===== src/hw/rtl/bpdft_pkg.sv =====
// shared types, constants and rounding helpers for the baseline phasor dft generator
`default_nettype none
package bpdft_pkg;

	localparam int MAX_CHANNELS_DEF = 64;
	localparam int PH_W  = 16;   // Q1.15 phasor width
	localparam int VAL_W = 24;   // Q8.15 value width
	localparam int CFG_W = 7;    // channel_count register width
	localparam int PRD_W = VAL_W + PH_W;   // one product
	localparam int ACC_W = PRD_W + 1;      // sum of two products
	localparam int P_W   = 2 * PH_W + 1;   // exact phasor cross product
	localparam int QDIV_W = P_W;           // dividend and quotient width
	localparam int DCNT_W = $clog2(QDIV_W + 1);

	// multiply sequence: terms 0..3 issue, 1..4 accumulate, 5 stores (rounded except for the start cross product)
	localparam logic [2:0] PH_FIRST = 3'd0;
	localparam logic [2:0] PH_STORE = 3'd5;

	typedef enum logic [2:0] {
		S_IDLE,
		S_START_MUL,
		S_STEP_MUL,
		S_DIV_RE,
		S_DIV_IM,
		S_EMIT,
		S_NEXT_MUL
	} state_t;

	typedef struct packed {
		logic busy;
		logic done;
	} div_stat_t;

	// floor((a + 2^14) / 2^15), saturated to the Q8.15 range
	function automatic logic signed [VAL_W-1:0] rnd_sat_val(input logic signed [ACC_W-1:0] a);
		logic signed [ACC_W:0] biased;
		logic signed [ACC_W:0] sh;
		biased = (ACC_W+1)'(a) + (ACC_W+1)'(16384);
		sh = biased >>> 15;
		if (sh > (ACC_W+1)'(8388607)) begin
			return 24'sh7FFFFF;
		end else if (sh < -(ACC_W+1)'(8388608)) begin
			return 24'sh800000;
		end else begin
			return sh[VAL_W-1:0];
		end
	endfunction

	// same rounding, saturated to Q1.15
	function automatic logic signed [PH_W-1:0] rnd_sat_ph(input logic signed [ACC_W-1:0] a);
		logic signed [ACC_W:0] biased;
		logic signed [ACC_W:0] sh;
		biased = (ACC_W+1)'(a) + (ACC_W+1)'(16384);
		sh = biased >>> 15;
		if (sh > (ACC_W+1)'(32767)) begin
			return 16'sh7FFF;
		end else if (sh < -(ACC_W+1)'(32768)) begin
			return 16'sh8000;
		end else begin
			return sh[PH_W-1:0];
		end
	endfunction

endpackage
`default_nettype wire


===== src/hw/rtl/bpdft_div.sv =====
// restoring unsigned divider, one quotient bit per cycle
`default_nettype none
module bpdft_div
	import bpdft_pkg::*;
(
	input  wire logic              clk,
	input  wire logic              arst_n,
	input  wire logic              start,
	input  wire logic [QDIV_W-1:0] dividend,
	input  wire logic [PH_W-1:0]   divisor,
	output div_stat_t              stat,
	output logic [QDIV_W-1:0]      quotient
);

	logic [QDIV_W-1:0] quo_q;
	logic [PH_W-1:0]   rem_q;
	logic [PH_W-1:0]   div_q;
	logic [DCNT_W-1:0] cnt_q;
	logic              busy_q;
	logic              done_q;
	logic [PH_W:0]     trial;
	logic [PH_W:0]     diff;
	logic              ge;

	assign trial = {rem_q, quo_q[QDIV_W-1]};
	assign diff  = trial - {1'b0, div_q};
	assign ge    = trial >= {1'b0, div_q};

	always_ff @(posedge clk or negedge arst_n) begin
		if (!arst_n) begin
			busy_q <= 1'b0;
			done_q <= 1'b0;
			cnt_q  <= '0;
		end else begin
			done_q <= 1'b0;
			if (start) begin
				busy_q <= 1'b1;
				cnt_q  <= DCNT_W'(QDIV_W);
			end else if (busy_q) begin
				cnt_q <= cnt_q - 1'b1;
				if (cnt_q == DCNT_W'(1)) begin
					busy_q <= 1'b0;
					done_q <= 1'b1;
				end
			end
		end
	end

	always_ff @(posedge clk) begin
		if (start) begin
			quo_q <= dividend;
			rem_q <= '0;
			div_q <= divisor;
		end else if (busy_q) begin
			quo_q <= {quo_q[QDIV_W-2:0], ge};
			rem_q <= ge ? diff[PH_W-1:0] : trial[PH_W-1:0];
		end
	end

	assign stat.busy = busy_q;
	assign stat.done = done_q;
	assign quotient  = quo_q;

endmodule
`default_nettype wire

===== config.mk =====
export PLATFORM = sky130hd
export DESIGN_NAME = bpdft_div
export DESIGN_NICKNAME = d
export VERILOG_FILES = /design/src/hw/rtl/bpdft_pkg.sv /design/src/hw/rtl/bpdft_div.sv
export SDC_FILE = /design/constraint.sdc
export NUM_CORES = 1
export LEC_CHECK = 0
export ABC_AREA = 1
export BUFFER_PORTS_ARGS = -buffer_cell sky130_fd_sc_hd__buf_2
export CORE_ASPECT_RATIO = 0.6
export CORE_MARGIN = 2
export CORE_UTILIZATION = 50
export DETAILED_ROUTE_END_ITERATION = 6
export PLACE_DENSITY = 0.86
export SYNTH_ARGS = -nofsm -noshare
export SYNTH_HDL_FRONTEND = slang
export SYNTH_SLANG_ARGS = --single-unit

===== constraint.sdc =====
create_clock -name clk -period 3.7 [get_ports clk]
set_input_delay 0.925 -clock clk [delete_from_list [all_inputs] [get_ports clk]]
set_output_delay 0.925 -clock clk [all_outputs]
set_load 0.01 [all_outputs]

==> reports/qor.csv <==
stage,metric,value,unit
synth,synth-adder-area-share,0.0593,
power,intPower,2.10,mW
synth,ys_async_sr_fraction,0.110,
timing,worstMarginPinSlew,1100,ps
layout,area_growth,19.2,%
worst_setup_path,crit_top_cell,nand2_1,
floorplanning,ioPinCount,87,
power,p_leak,2.63,nW
power,ir_drop,0.315,mV
clock_network,cts_root_buffer,clkbuf_16,
floorplanning,die_area,0.00903,mm^2
worst_setup_path,r2r_end,rem_q[0],
power,p_total,3.53,mW
synth,ys.flop_type,edfxtp_1,
timing,setup_tns,0,ps
floorplanning,rows,25,
global_route,grt_pass1_wl,16000,um
synth,synthMuxAreaShare,0,
placed_design,dp_hpwl,7620,um
global_route,antenna_found_initial,0,
timing,setup_viol,0,
clock_network,cts_tree,yes,
worst_setup_path,startpoint_type,flop,
synth,ys_seq_area_frac,0.482,
floorplanning,die_w,121,um
route,via_per_inst,5.19,
route,route.detailed.drc,0,
power,p_switching,1.42,mW
synth,synth_cells,523,
clock_network,hold_buffers,0,
hold_path,hold_path_class,primary input to asynchronous set/reset pin,
worst_setup_path,crit_path_cell_trace,inv_1 > ha_1 > nand2_1 > nor2_2 > nand4_1 > nand2_2 > nor2_4 > nand2_4 > nand2_1 > nand3_1 > o21ai_0,
synth,synth-simple-area-share,0.316,
worst_setup_path,worstSetupPathType,flop to flop,
clock_network,cts.sinks,73,
synth,yosys_warnings,0,
synth,synth_xor_area_frac,0.0127,
clock_network,ctsResizeCount,0,
worst_setup_path,crit_required,3940,ps
floorplanning,core,0.00795,mm^2
timing,hold_violations,0,
floorplanning,die_y,74.4,um
layout,mostFrequentLayoutCells,"nand2_1, buf_2, inv_1, edfxtp_1, nand3_1",
synth,synth_top_family_by_area,simple AND/OR/NAND/NOR gates,
synth,synthDistinctLibCells,34,
power,swShare,0.404,
route,totalWireLength,10400,um
layout,antenna_cells,0,
timing,finalMaxSlewViolations,0,
clock_network,path_clk_slew,60,ps
power,combinationalPowerShare,0.422,
global_route,grt_max_degree,42,
route,num_vias,3745,
floorplanning,start_util,0.520,
global_route,grt_util_all_layers,0.233,
flow_run,drv_cap,0,
worst_setup_path,critPathLaunch,div_q[9],
route,postRouteAntennaNets,0,
clock_network,clkLatencyLatePin,340,ps
timing,hold_slack,424,ps
synth,syn-num-nets,594,
power,clockPowerShare,0.246,
power,seqPwrFrac,0.331,
layout,drive_above_1_share,0.201,
worst_setup_path,rrSetupSlack,1400,ps
worst_setup_path,slowest_stage,nor2_4,
timing,relSlewSlack,0.265,
layout,fillers,678,
power,p_per_area,716,mW/mm^2
timing,fin_crit,2300,ps
timing,fmax,436,MHz
route,first_pass_iters,5,
layout,final_common_cell,nand2_1,
timing,rsz0062_at_grt,false,
layout,final_nets,679,
run_status,status,"complete, no violations",
global_route,grt_pass1_vias,3325,
timing,clock_skew,6.89,ps
synth,ys_seq_elements,73,
route,wl_per_cell,14.4,um
timing,post-route-period-util,0.621,
synth,synth_edf_count,49,
synth,synth-compound-area-share,0.0409,
worst_setup_path,worstPathArrival,2540,ps
placed_design,gp_congestion,1.01,
route,dr.first_iter.drc_count,321,
placed_design,port_buffers,86,
clock_network,clock_path_buffers,2,
worst_setup_path,worstRegToRegCells,11,
clock_network,cts_setup_buffers,0,
worst_setup_path,r2r-start,div_q[9],
synth,synth_area,0.00413,mm^2
worst_setup_path,slowest_delay,400,ps
synth,post_synth.cell_area_avg,7.90,um^2
clock_network,cts_buffers,9,
clock_network,htreeDepth,3,
worst_setup_path,endpoint_kind,flop,
worst_setup_path,crit_fanout,18,
worst_setup_path,crit_path_end,rem_q[0],
global_route,gr-total-overflow,0,
## metal layers
layer | GRT usage | routed length, um | vias up
met5 | 0 | 0 | -
met4 | 0.0843 | 210 | 0
met3 | 0.0567 | 917 | 24
met2 | 0.340 | 4540 | 189
met1 | 0.339 | 4710 | 1712
li1 | - | - | 1820
## worst min-delay path by stage
| stage | start | to | slack, ps | cells after the start |
|---|---|---|---|---|
| 2_1_floorplan | rem_q[11] | rem_q[11] | 440 | 2 |
| 4_1_cts | arst_n | busy_q | 420 | 1 |
| 3_3_place_gp | rem_q[5] | rem_q[5] | 460 | 2 |
| 6_report | arst_n | busy_q | 420 | 1 |
| 5_1_grt | arst_n | cnt_q[5] | 430 | 1 |
| 3_5_place_dp | rem_q[5] | rem_q[5] | 470 | 2 |
## power by group through the flow
stage,sequential [mW],clock (mW),combinational [mW]
after global routing,1.18,0.913,1.66
final,1.17,0.868,1.49
after floorplan,1.17,0,1.09
after CTS,1.16,0.878,1.46
after global placement,1.18,0,1.39
after detailed placement,1.18,0,1.44
## cell usage after synthesis (all sizes together), types with 6 or more instances
library cell / n / share of area
dfrtp: 8 / 0.048
o21ai: 13 / 0.017
nand2: 222 / 0.21
nand3: 41 / 0.054
dfxtp: 16 / 0.078
ha: 18 / 0.054
clkbuf: 6 / 0.0054
inv: 76 / 0.069
nor3: 7 / 0.0085
nand3b: 8 / 0.015
a21oi: 13 / 0.018
buf: 8 / 0.014
nor2: 23 / 0.025
edfxtp: 49 / 0.36
## worst max-delay path: cells and delay by family, from the launching register on
family                   cells  cell delay (ps)
flip-flops                   1              330
adder cells (fa/ha/maj)      1              380
AND/OR/NAND/NOR              8             1330
AO/OA/AOI/OAI                1              100
buffers and inverters        1               40
## state kept, by name (all words and copies together), names as in the netlist
register,count
div_q,16
rem_q,16
cnt_q,6
quotient,33
done_q,1
busy_q,1
## area by class of cell
class / instances / area (um^2) / share of cell area
Sequential cell: 73 / 1990 / 0.404
Inverter: 76 / 285 / 0.0579
Multi-Input combinational cell: 360 / 1770 / 0.360
Timing Repair Buffer: 88 / 445 / 0.0904
Clock inverter: 7 / 68.8 / 0.0140
Clock buffer: 9 / 225 / 0.0457
Tap cell: 108 / 135 / 0.0274
## logic make-up (layout without fill, tap and decap cells)
kind of cell	count (synthesis)	count (layout)
AOI/OAI and AO/OA	30	30
buffers and inverters	90	180
adders and majority gates	19	19
DFF	73	73
xor gates and xnor gates	6	6
and+or+nand+nor	305	305
## through the flow
step,worst slack [ps],area [um^2],utilization,cells
floorplan,1550,4130,-,523
global placement,1230,4630,0.583,705
detailed placement,1120,4630,0.583,705
CTS,1430,4930,0.620,721
global route,1190,4930,0.620,721
finish,1400,4930,0.620,721
Note: power is estimated with default switching activity, not from simulation.
